### src/rtl/core/itaf_pkg.sv
// ----------------------------------------------------------------------------
// itaf_pkg: shared types and constants of the integer to ASCII formatter
// Holds the format codes, the character constants and the control bundle that
// the top level hands to the binary to BCD converter.
// ----------------------------------------------------------------------------
package itaf_pkg;

  // Format selector carried in the low bits of in_tuser.
  typedef enum logic [1:0] {
    CMD_SDEC = 2'd0,  // signed decimal of the low 32 bits
    CMD_UDEC = 2'd1,  // unsigned decimal, 32 or 64 bits
    CMD_HEX  = 2'd2,  // upper-case hex, every digit
    CMD_BIN  = 2'd3   // binary, every bit
  } cmd_t;

  localparam int unsigned VALUE_W    = 64;
  localparam int unsigned NARROW_W   = 32;
  localparam int unsigned CHAR_W     = 7;
  localparam int unsigned BCD_DIGITS = 20;
  localparam int unsigned BCD_W      = 4 * BCD_DIGITS;
  localparam int unsigned COUNT_W    = 7;   // holds counts up to 64

  localparam logic [CHAR_W-1:0] CHAR_ZERO  = 7'h30;  // '0'
  localparam logic [CHAR_W-1:0] CHAR_A     = 7'h41;  // 'A'
  localparam logic [CHAR_W-1:0] CHAR_MINUS = 7'h2d;  // '-'
  localparam logic [3:0]        DEC_TEN    = 4'd10;

  // Control bundle for the BCD converter; at most one action per cycle.
  typedef struct packed {
    logic clear;   // load all digits with zero
    logic dabble;  // add-3 correction, then shift in one binary bit
    logic bit_in;  // binary bit entering at the bottom on a dabble step
    logic pop;     // shift out the top digit, zero fill at the bottom
  } bcd_ctl_t;

endpackage

### src/rtl/core/itaf_bcd_conv.sv
// ----------------------------------------------------------------------------
// itaf_bcd_conv: shift-and-add-3 binary to BCD converter
// Twenty BCD digits that take one binary bit per step, most significant bit
// first, and then give up their digits from the top one at a time.
// ----------------------------------------------------------------------------
module itaf_bcd_conv (
  input  logic                clk,
  input  itaf_pkg::bcd_ctl_t  ctl,
  output logic [3:0]          top_digit
);

  logic [itaf_pkg::BCD_W-1:0] bcd_r;
  logic [itaf_pkg::BCD_W-1:0] bcd_nxt;
  logic [itaf_pkg::BCD_W-1:0] adjusted;

  // Each digit of five or more gets three added before the doubling step.
  always_comb begin
    for (int d = 0; d < itaf_pkg::BCD_DIGITS; d++) begin
      if (bcd_r[4*d +: 4] >= 4'd5) begin
        adjusted[4*d +: 4] = bcd_r[4*d +: 4] + 4'd3;
      end else begin
        adjusted[4*d +: 4] = bcd_r[4*d +: 4];
      end
    end
  end

  always_comb begin
    bcd_nxt = bcd_r;
    if (ctl.clear) begin
      bcd_nxt = '0;
    end else if (ctl.dabble) begin
      bcd_nxt = {adjusted[itaf_pkg::BCD_W-2:0], ctl.bit_in};
    end else if (ctl.pop) begin
      bcd_nxt = {bcd_r[itaf_pkg::BCD_W-5:0], 4'b0000};
    end
  end

  always_ff @(posedge clk) begin
    bcd_r <= bcd_nxt;
  end

  assign top_digit = bcd_r[itaf_pkg::BCD_W-1 -: 4];

endmodule

### src/rtl/core/integer_to_ascii_formatter_unit.sv
// ----------------------------------------------------------------------------
// integer_to_ascii_formatter_unit: number to ASCII character stream
// Formats one 64-bit value as signed decimal, unsigned decimal, upper-case
// hex or binary and sends the characters one per transfer.
// ----------------------------------------------------------------------------
//
//  Channel  Direction  Payload
//  -------  ---------  -------------------------------------------------------
//  in_      slave      tdata: value[63:0]; tuser: command[1:0], wide[2]
//  out_     master     tdata: character[6:0], zero[7]; tuser: space_follows;
//                      tlast: final character of the number
//
// Hex and binary need no conversion: after the input transfer the block sends
// one character per cycle while the output is not stalled, 8 or 16 for hex and
// 32 or 64 for binary. Decimal first runs the value through a shared
// shift-and-add-3 unit, one bit per cycle (32 bits when narrow or signed, 64
// when wide), then drops leading zero digits one per cycle (up to 19), then
// sends the sign and the digits one per cycle while the output is not stalled.
// Dropped zeros and sent digits add up to twenty. in_tready is high only
// while no number is in progress; a stalled output simply holds the sender.
// Reset (rst_n low, synchronous) returns the sequencer to idle and drops
// out_tvalid.
// ----------------------------------------------------------------------------
module integer_to_ascii_formatter_unit (
  input  logic        clk,
  input  logic        rst_n,
  input  logic        in_tvalid,
  output logic        in_tready,
  input  logic [63:0] in_tdata,   // [63:0] value
  input  logic [2:0]  in_tuser,   // [1:0] command, [2] wide
  output logic        out_tvalid,
  input  logic        out_tready,
  output logic [7:0]  out_tdata,  // [6:0] character, [7] zero
  output logic        out_tuser,  // [0] space_follows
  output logic        out_tlast
);

  typedef enum logic [1:0] {
    ST_IDLE,  // waiting for an input transfer
    ST_CONV,  // decimal: shifting bits into the BCD unit
    ST_SKIP,  // decimal: dropping leading zero digits
    ST_EMIT   // sending characters
  } state_t;

  localparam int unsigned VW = itaf_pkg::VALUE_W;
  localparam int unsigned NW = itaf_pkg::NARROW_W;
  localparam int unsigned CW = itaf_pkg::COUNT_W;

  state_t                        state_r, state_nxt;
  itaf_pkg::cmd_t                cmd_r, cmd_nxt;
  logic                          neg_r, neg_nxt;
  logic [VW-1:0]                 val_r, val_nxt;
  logic [CW-1:0]                 cnt_r, cnt_nxt;   // conversion bits left
  logic [CW-1:0]                 rem_r, rem_nxt;   // characters or digits left
  logic                          out_valid_r, out_valid_nxt;
  logic [itaf_pkg::CHAR_W-1:0]   char_r, char_nxt;
  logic                          space_r, space_nxt;
  logic                          last_r, last_nxt;

  itaf_pkg::bcd_ctl_t            bcd_ctl;
  logic [3:0]                    top_digit;

  // Input decode.
  itaf_pkg::cmd_t                in_cmd;
  logic                          in_wide;
  logic [NW-1:0]                 in_low;
  logic [NW-1:0]                 in_mag;
  logic [VW-1:0]                 in_unsigned;
  logic                          out_free;
  logic [3:0]                    nib;

  assign in_cmd      = itaf_pkg::cmd_t'(in_tuser[1:0]);
  assign in_wide     = in_tuser[2];
  assign in_low      = in_tdata[NW-1:0];
  // Two's complement negation; the most negative value maps onto 2^31 as
  // an unsigned magnitude, which is the right answer.
  assign in_mag      = in_low[NW-1] ? (~in_low + 1'b1) : in_low;
  // Narrow values sit at the top of the shift register so that the
  // most significant bit always leaves from bit 63.
  assign in_unsigned = in_wide ? in_tdata : {in_low, {NW{1'b0}}};

  assign in_tready = (state_r == ST_IDLE);
  assign out_free  = !out_valid_r || out_tready;
  assign nib       = val_r[VW-1 -: 4];

  itaf_bcd_conv u_bcd (
    .clk       (clk),
    .ctl       (bcd_ctl),
    .top_digit (top_digit)
  );

  always_comb begin
    state_nxt     = state_r;
    cmd_nxt       = cmd_r;
    neg_nxt       = neg_r;
    val_nxt       = val_r;
    cnt_nxt       = cnt_r;
    rem_nxt       = rem_r;
    char_nxt      = char_r;
    space_nxt     = space_r;
    last_nxt      = last_r;
    bcd_ctl       = '0;
    out_valid_nxt = out_valid_r && !out_tready;

    case (state_r)
      ST_IDLE: begin
        if (in_tvalid) begin
          cmd_nxt = in_cmd;
          neg_nxt = 1'b0;
          val_nxt = in_unsigned;
          case (in_cmd)
            itaf_pkg::CMD_SDEC: begin
              neg_nxt       = in_low[NW-1];
              val_nxt       = {in_mag, {NW{1'b0}}};
              cnt_nxt       = CW'(NW);
              bcd_ctl.clear = 1'b1;
              state_nxt     = ST_CONV;
            end
            itaf_pkg::CMD_UDEC: begin
              cnt_nxt       = in_wide ? CW'(VW) : CW'(NW);
              bcd_ctl.clear = 1'b1;
              state_nxt     = ST_CONV;
            end
            itaf_pkg::CMD_HEX: begin
              rem_nxt   = in_wide ? CW'(VW / 4) : CW'(NW / 4);
              state_nxt = ST_EMIT;
            end
            default: begin
              rem_nxt   = in_wide ? CW'(VW) : CW'(NW);
              state_nxt = ST_EMIT;
            end
          endcase
        end
      end

      ST_CONV: begin
        bcd_ctl.dabble = 1'b1;
        bcd_ctl.bit_in = val_r[VW-1];
        val_nxt        = {val_r[VW-2:0], 1'b0};
        cnt_nxt        = cnt_r - 1'b1;
        if (cnt_r == CW'(1)) begin
          rem_nxt   = CW'(itaf_pkg::BCD_DIGITS);
          state_nxt = ST_SKIP;
        end
      end

      ST_SKIP: begin
        // Zero itself keeps its last digit.
        if (top_digit == 4'd0 && rem_r != CW'(1)) begin
          bcd_ctl.pop = 1'b1;
          rem_nxt     = rem_r - 1'b1;
        end else begin
          state_nxt = ST_EMIT;
        end
      end

      ST_EMIT: begin
        if (out_free) begin
          out_valid_nxt = 1'b1;
          space_nxt     = 1'b0;
          last_nxt      = 1'b0;
          if (neg_r) begin
            // The minus sign goes out ahead of the digits.
            char_nxt = itaf_pkg::CHAR_MINUS;
            neg_nxt  = 1'b0;
          end else begin
            last_nxt = (rem_r == CW'(1));
            rem_nxt  = rem_r - 1'b1;
            if (rem_r == CW'(1)) begin
              state_nxt = ST_IDLE;
            end
            case (cmd_r)
              itaf_pkg::CMD_HEX: begin
                if (nib >= itaf_pkg::DEC_TEN) begin
                  char_nxt = itaf_pkg::CHAR_A + {3'b000, nib} - {3'b000, itaf_pkg::DEC_TEN};
                end else begin
                  char_nxt = itaf_pkg::CHAR_ZERO + {3'b000, nib};
                end
                val_nxt = {val_r[VW-5:0], 4'b0000};
              end
              itaf_pkg::CMD_BIN: begin
                char_nxt  = itaf_pkg::CHAR_ZERO + {6'b000000, val_r[VW-1]};
                // Every eighth bit from the top; the bit count is a
                // multiple of eight, so this is where one remains mod 8.
                space_nxt = (rem_r[2:0] == 3'd1);
                val_nxt   = {val_r[VW-2:0], 1'b0};
              end
              default: begin
                char_nxt    = itaf_pkg::CHAR_ZERO + {3'b000, top_digit};
                bcd_ctl.pop = 1'b1;
              end
            endcase
          end
        end
      end

      default: begin
        state_nxt = ST_IDLE;
      end
    endcase
  end

  always_ff @(posedge clk) begin
    if (!rst_n) begin
      state_r     <= ST_IDLE;
      out_valid_r <= 1'b0;
      neg_r       <= 1'b0;
    end else begin
      state_r     <= state_nxt;
      out_valid_r <= out_valid_nxt;
      neg_r       <= neg_nxt;
    end
  end

  always_ff @(posedge clk) begin
    cmd_r   <= cmd_nxt;
    val_r   <= val_nxt;
    cnt_r   <= cnt_nxt;
    rem_r   <= rem_nxt;
    char_r  <= char_nxt;
    space_r <= space_nxt;
    last_r  <= last_nxt;
  end

  assign out_tvalid = out_valid_r;
  assign out_tdata  = {1'b0, char_r};
  assign out_tuser  = space_r;
  assign out_tlast  = last_r;

endmodule

### config.mk
export PLATFORM = sky130hd
export DESIGN_NAME = integer_to_ascii_formatter_unit
export DESIGN_NICKNAME = d
export VERILOG_FILES = /design/src/rtl/core/itaf_pkg.sv /design/src/rtl/core/itaf_bcd_conv.sv /design/src/rtl/core/integer_to_ascii_formatter_unit.sv
export SDC_FILE = /design/constraint.sdc
export NUM_CORES = 1
export LEC_CHECK = 0
export ABC_AREA = 0
export BUFFER_PORTS_ARGS = -buffer_cell sky130_fd_sc_hd__buf_2
export CAP_MARGIN = 30
export CORE_MARGIN = 8
export CORE_UTILIZATION = 55
export CTS_CLUSTER_DIAMETER = 100
export DETAILED_ROUTE_END_ITERATION = 12
export PLACE_DENSITY = 0.74
export SYNTH_ARGS = -nofsm -noshare
export SYNTH_HDL_FRONTEND = slang
export SYNTH_SLANG_ARGS = --single-unit
### constraint.sdc
create_clock -name clk -period 10.6 [get_ports clk]
set_input_delay 2.12 -clock clk [delete_from_list [all_inputs] [get_ports clk]]
set_output_delay 2.12 -clock clk [all_outputs]
set_load 0.01 [all_outputs]
-- Yosys cells after proc, flatten, opt, wreduce, memory -nomap -nowiden
Cells that the tools add are included.
- register bits after elaboration: 173
- input bits: 71
- output and inout port bits: 12
- logic and storage cells: 172
- add/subtract/negate cells: 28
- magnitude comparators: 21
- equality and inequality tests: 21
- mux-type cells: 67
- bitwise operators: 2
- reduce and logical (&&, ||, !) cells: 22
- operator list (operator ; number):
    64-bit two-way mux ; 5
    64-bit case mux with 3 select lines ; 1
    80-bit two-way mux ; 2
    64-bit case mux with 2 select lines ; 1
    4-bit by 3-bit greater-or-equal comparator with 1-bit output, second input constant ; 20
    4-bit by 2-bit adder with 4-bit output, second input constant ; 19
    4-bit two-way mux ; 19
    7-bit two-way mux ; 8
    7-bit case mux with 2 select lines ; 4
    32-bit by 1-bit adder with 32-bit output, second input constant ; 1
    32-bit two-way mux ; 1
    32-bit inverter ; 1
    7-bit case mux with 4 select lines ; 1
    2-bit two-way mux ; 8
    2-bit != test, second input constant ; 8
    6-bit by 4-bit adder with 7-bit output, first input constant ; 2
    7-bit by 1-bit equality test with 1-bit output, second input constant ; 2
    7-bit by 1-bit subtractor with 7-bit output, second input constant ; 2
    1-bit two-way mux ; 12
    6-bit AND reduction ; 2
    2-bit equality test, second input constant ; 5
    2-bit case mux with 4 select lines ; 1
    6-bit by 1-bit adder with 7-bit output, first input constant ; 1
    7-bit by 4-bit adder with 7-bit output, first input constant ; 1
    other kinds (23) ; 34

-- Longest topological paths before layout
- depth in word-level cells: 8
- gate-level depth with buffers: 10
- gate-level depth less buffers: 7

-- Modules after synthesis
From an unflattened synthesis, not the netlist that was laid out.
- cells, all modules: 1190
- area total of the unflattened synthesis: 11160.7 µm²
- by module, submodules not included (module ; instances ; cells each ; area an instance (µm²) ; sequential area each (µm²)):
    integer_to_ascii_formatter_unit ; 1 ; 555 ; 5764.3 ; 2752.6
    itaf_bcd_conv ; 1 ; 635 ; 5396.4 ; 1601.5

-- Least setup slack after synthesis
No wires, ideal clock.
- path type: input -> register
- start point: input port out_tready
- end point: register val_r[0] (enable)
- library setup time: 564 ps
- arrival: 6697 ps
- data required time: 10036 ps
- setup slack: 3338 ps
- stages: 4
- path buffers: 0
- path through: nor2b_1 nor2_1 nor2_1 nor3_1
- word-level cells in the longest chain between the ends: 3
- RTL lines (element ; RTL line ; RTL):
    from (decl) ; integer_to_ascii_formatter_unit.sv:32 ; input logic out_tready,
    1-bit logical OR ; integer_to_ascii_formatter_unit.sv:83 ; assign out_free = !out_valid_r || out_tready;
    2-bit != test (no source line) ; -- ;
    5-bit AND reduction (no source line) ; -- ;
    to (signal assigned) ; integer_to_ascii_formatter_unit.sv:217 ; val_r <= val_nxt;
    to (decl) ; integer_to_ascii_formatter_unit.sv:52 ; logic [VW-1:0] val_r, val_nxt;
No other way between the ends.
A chain may end at the register's enable or synchronous reset.

-- Worst setup path after layout
- start point: input port in_tdata[3]
- end point: register val_r[62] (data pin)
- word-level cells in the longest chain between the ends: 6
- RTL lines (element ; RTL line ; RTL):
    from (decl) ; integer_to_ascii_formatter_unit.sv:29 ; input logic [63:0] in_tdata,
    32-bit inverter ; integer_to_ascii_formatter_unit.sv:77 ; assign in_mag = in_low[NW-1] ? (~in_low + 1'b1) : in_low;
    32-bit by 1-bit adder with 32-bit output ; integer_to_ascii_formatter_unit.sv:77 ;
    32-bit two-way mux ; integer_to_ascii_formatter_unit.sv:77 ;
    64-bit two-way mux ; integer_to_ascii_formatter_unit.sv:111 ; case (in_cmd)
    64-bit two-way mux ; integer_to_ascii_formatter_unit.sv:107 ; if (in_tvalid) begin
    64-bit case mux with 3 select lines ; integer_to_ascii_formatter_unit.sv:105 ; case (state_r)
    via val_nxt[62] ; integer_to_ascii_formatter_unit.sv:52 ;
The timed path passes the listed nets, and every way through them passes these cells. The select of a mux whose other input is x is not followed.

==> impl_summary.log <==
INFO  metric routed_wl = 28.7 mm
INFO  metric hold_depth = 2
INFO  metric final_net_count = 1436
INFO  metric critical_path.most_common_cell = nor4_1
INFO  metric die_ar = approximately 0.025 sq mm
INFO  metric cts_buffer_depth = 2
INFO  metric viasPerCell = ~6
INFO  metric endpoint_kind = register
INFO  metric multi_input_comb_area = 0.00634 sq mm
INFO  metric yosys-top-cells-area = edfxtp_1, dfxtp_1, mux2i_1
INFO  metric postSynthNetCount = 1397
INFO  metric clk_root_buffer_cell = clkbuf_16
INFO  metric cts.repair_timing.setup_buffer_count = 0
INFO  metric rrSetupSlack = between 7000 and 8000 ps
INFO  metric critical_path.max_fanout = 8
INFO  metric io-pin-count = 83
INFO  metric critical_path.reg2reg.endpoint = u_bcd.bcd_r[70]$_SDFFE_PP0P_
INFO  metric detailed_place.area = 0.0119 sq mm
INFO  metric maxCapViolations = 0
INFO  metric syn_area_cell = 8.86 sq um
INFO  metric hold_path.startpoint = u_bcd.bcd_r[51]$_SDFFE_PP0P_
INFO  metric wire_length_of_the_first_global_routing_pass = 47.2 mm
INFO  metric cts_sinks = ~170
INFO  metric n_fill_cell = approximately 1700
INFO  metric gpl.final_weighted_congestion = 0.885
INFO  metric slew_viol_final = 0
INFO  metric startpoint_of_the_lowest_slack_register_to_register_path = state_r[1]$_SDFFE_PN0P_
INFO  metric core-area = 0.0202 sq mm
INFO  metric finalHoldViolCount = 0
INFO  metric clk_pin_slew_worst_paths = 70 ps
INFO  metric stdcell_area = roughly 0.012 sq mm
INFO  metric timing.setup.critical_path_class = input port to register
INFO  metric fp.dieW = 159 um
INFO  metric std_cell_rows = 52
INFO  metric synthesis.instances = 1272
INFO  metric worstHoldPathType = register to register
INFO  metric initial_core_util = 0.558
INFO  metric slew-limit-headroom = 0.310
INFO  metric worst-r2r-cell-count = 8
INFO  metric critical_path.slowest_cell = nor4_1
INFO  metric leakage = 4.76 nW
INFO  metric insertedDiodeCount = 0
INFO  metric worst_path_largest_cell_delay = 650 ps
INFO  metric cp_data_arrival_time = 4110 ps
INFO  metric ys_top_cells_by_count = nand2_1, a21oi_1, nor2_1
INFO  metric number_of_drc_violations_after_detailed_routing = 0
INFO  metric ys_types = 67
INFO  metric postSynth.topFlopCell = edfxtp_1
INFO  metric transition_time_at_the_pin_with_the_least_slew_margin = approximately 1000 ps
INFO  metric crit_required = ~11000 ps
INFO  metric critical_path_cell_count = 6
INFO  metric power_per_cell_area = 294 mW/mm^2
INFO  metric clkLatencyLatePin = 440 ps
INFO  metric drt_pre_antenna_iters = 10
INFO  metric ant_nets = 0
INFO  metric yosysTopAreaCell = edfxtp_1
INFO  metric launching_element_type_of_the_critical_path = input port
INFO  metric cts_tree = yes
INFO  metric synth.cell_area = 0.0113 sq mm
INFO  metric placed_cells_incl_taps = 1562
INFO  metric cp.buffers_inverters = 1
INFO  metric min_period = ~4000 ps
INFO  metric first_global_vias = 9458
INFO  metric area_delta_synth_final = 10.8%
INFO  metric async_reset_ff_frac = 0
INFO  metric cts_buffers = 17
INFO  metric crit_path_cell_trace = buf_2, nor4_1, nand4_1, nor4_1, and3_1, o31ai_2
INFO  metric max_freq = 253 MHz
INFO  metric setup-tns-final = 0 ps
INFO  metric finalCritPeriodShare = 0.373
INFO  metric layout.core_utilization = 0.619
INFO  metric finalClockSkew = 10.9 ps
INFO  metric synth_most_common_cell = nand2_1
INFO  metric grt_overflow = 0
INFO  metric cts_resized = 0
INFO  metric grt_use_total = 0.221
INFO  metric dpl.hpwl = 19.2 mm
INFO  metric synth_seq_area_share = 0.387
INFO  metric vdd.ir_drop.worst = 0.138 mV
INFO  metric rsz0062_at_grt = false
INFO  metric antenna_violations_before_repair = 0
INFO  metric status = finished, final reports clean
INFO  metric layoutNonFillerInstCount = 1594
INFO  metric number_of_endpoints_failing_setup_at_the_final_stage = 0
INFO  metric grt_max_degree = 81
INFO  metric post_synth_edffs = 89
INFO  metric ff_latch_area = ~0.0044 sq mm
INFO  metric place_worst_setup_slack = 6280 ps
INFO  metric cts_hold_buffers = 0
INFO  metric drt-wirelength-per-cell = 18.0 um
INFO  metric dr_total_vias = 9854
INFO  metric synth-warning-count = 0
INFO  metric layout-drive-gt1-share = 0.119
INFO  metric netlist.area_leader.share = 0.237
INFO  metric cp_top_family = simple AND/OR/NAND/NOR gates
INFO  metric ctsHtreeMaxLevel = 4
INFO  metric placement.io_buffers = between 80 and 90
INFO  metric final.setup.worst_slack = between 6000 and 7000 ps
INFO  metric dieHeight = 159 um
INFO  metric detailedRoute.firstIterationViolations = 1187
INFO  metric synth_seq_cells = 173
INFO  metric hold_end = u_bcd.bcd_r[51]$_SDFFE_PP0P_
## placed cells by master (no fill, tap or decap), types with 4 or more instances in the layout
master / n
nor3b_1: 20
nand2_1: 135
clkbuf_16: 17
a22oi_1: 13
o31ai_1: 8
a21oi_1: 122
a211oi_1: 41
or4_1: 5
nor4_1: 11
nor3_1: 13
o211ai_1: 4
mux2i_1: 91
ha_1: 53
buf_2: 82
dfxtp_1: 84
nor2_1: 113
a222oi_1: 41
o21ai_1: 8
xnor2_1: 30
nor2b_1: 10
a221oi_1: 26
and2_1: 6
nand3_1: 15
buf_4: 11
mux2_2: 13
xor2_1: 6
o221ai_1: 6
o21ai_0: 61
edfxtp_1: 89
o41ai_1: 5
inv_1: 86
nand2b_1: 22
or3_1: 4
## layout make-up
cell class | instances | share of cell area
sequential | 173 | 0.349
clock buffer | 20 | 0.0350
multi-input combinational | 936 | 0.508
inverter | 88 | 0.0265
clock inverter | 12 | 0.0117
tap | 270 | 0.0271
timing repair buffer | 95 | 0.0427
## registers in the layout, indices dropped and copies added (netlist names)
register / cells
out_tvalid: 1
u_bcd.bcd_r: 80
out_tuser: 1
char_r: 7
rem_r: 7
val_r: 64
state_r: 2
cmd_r: 2
cnt_r: 7
out_tlast: 1
neg_r: 1
## report_power, final
group | switching, W | total, W | internal [W]
registers | 0.000299 | 0.00138 | 0.00109
logic | 0.000961 | 0.00165 | 0.000687
clock network | 0.000269 | 0.000637 | 0.000369
total | 0.00153 | 0.00367 | 0.00214
## tightest hold or removal path, stage by stage, from the launching register on
cell and delay (ps):
dfxtp_1 350, nand2_1 70, a21oi_1 60
## worst max path at each step
stage,start,endpoint,slack (ps)
5_1_grt,in_tdata[9],val_r[49]$_DFFE_PP_,6460
2_1_floorplan,out_tready,val_r[0]$_DFFE_PP_,3340
4_1_cts,in_tdata[5],val_r[49]$_DFFE_PP_,6730
6_report,in_tdata[3],val_r[62]$_DFFE_PP_,6650
3_5_place_dp,in_tdata[5],val_r[49]$_DFFE_PP_,6280
3_3_place_gp,out_tready,u_bcd.bcd_r[22]$_SDFFE_PP0P_,6060
## kinds of logic after synthesis
family | after synthesis | synth area share
AND/OR/NAND/NOR | 375 | 0.158
AO/OA/AOI/OAI | 366 | 0.217
flip-flops | 173 | 0.387
buffers and inverters | 163 | 0.0568
multiplexers | 104 | 0.0939
adder cells (fa/ha/maj) | 54 | 0.0600
XOR/XNOR | 36 | 0.0280
other | 1 | 0.000333
## per-layer routing
layer,share of wire,wire (um),GRT usage,vias to the layer above
li1,-,-,-,4787
met1,0.44,12500,0.287,4628
met2,0.48,13800,0.364,389
met3,0.065,1880,0.0372,50
met4,0.019,557,0.0789,0
met5,0,0,0,-
## through the flow
stage / hold WS, ps / total power (W)
2_1_floorplan: 466 / 0.00261
3_3_place_gp: 493 / 0.00295
3_5_place_dp: 505 / 0.00303
4_1_cts: 521 / 0.00368
5_1_grt: 548 / 0.00395
6_report: 522 / 0.00367
(Power assumes the default switching activity.)
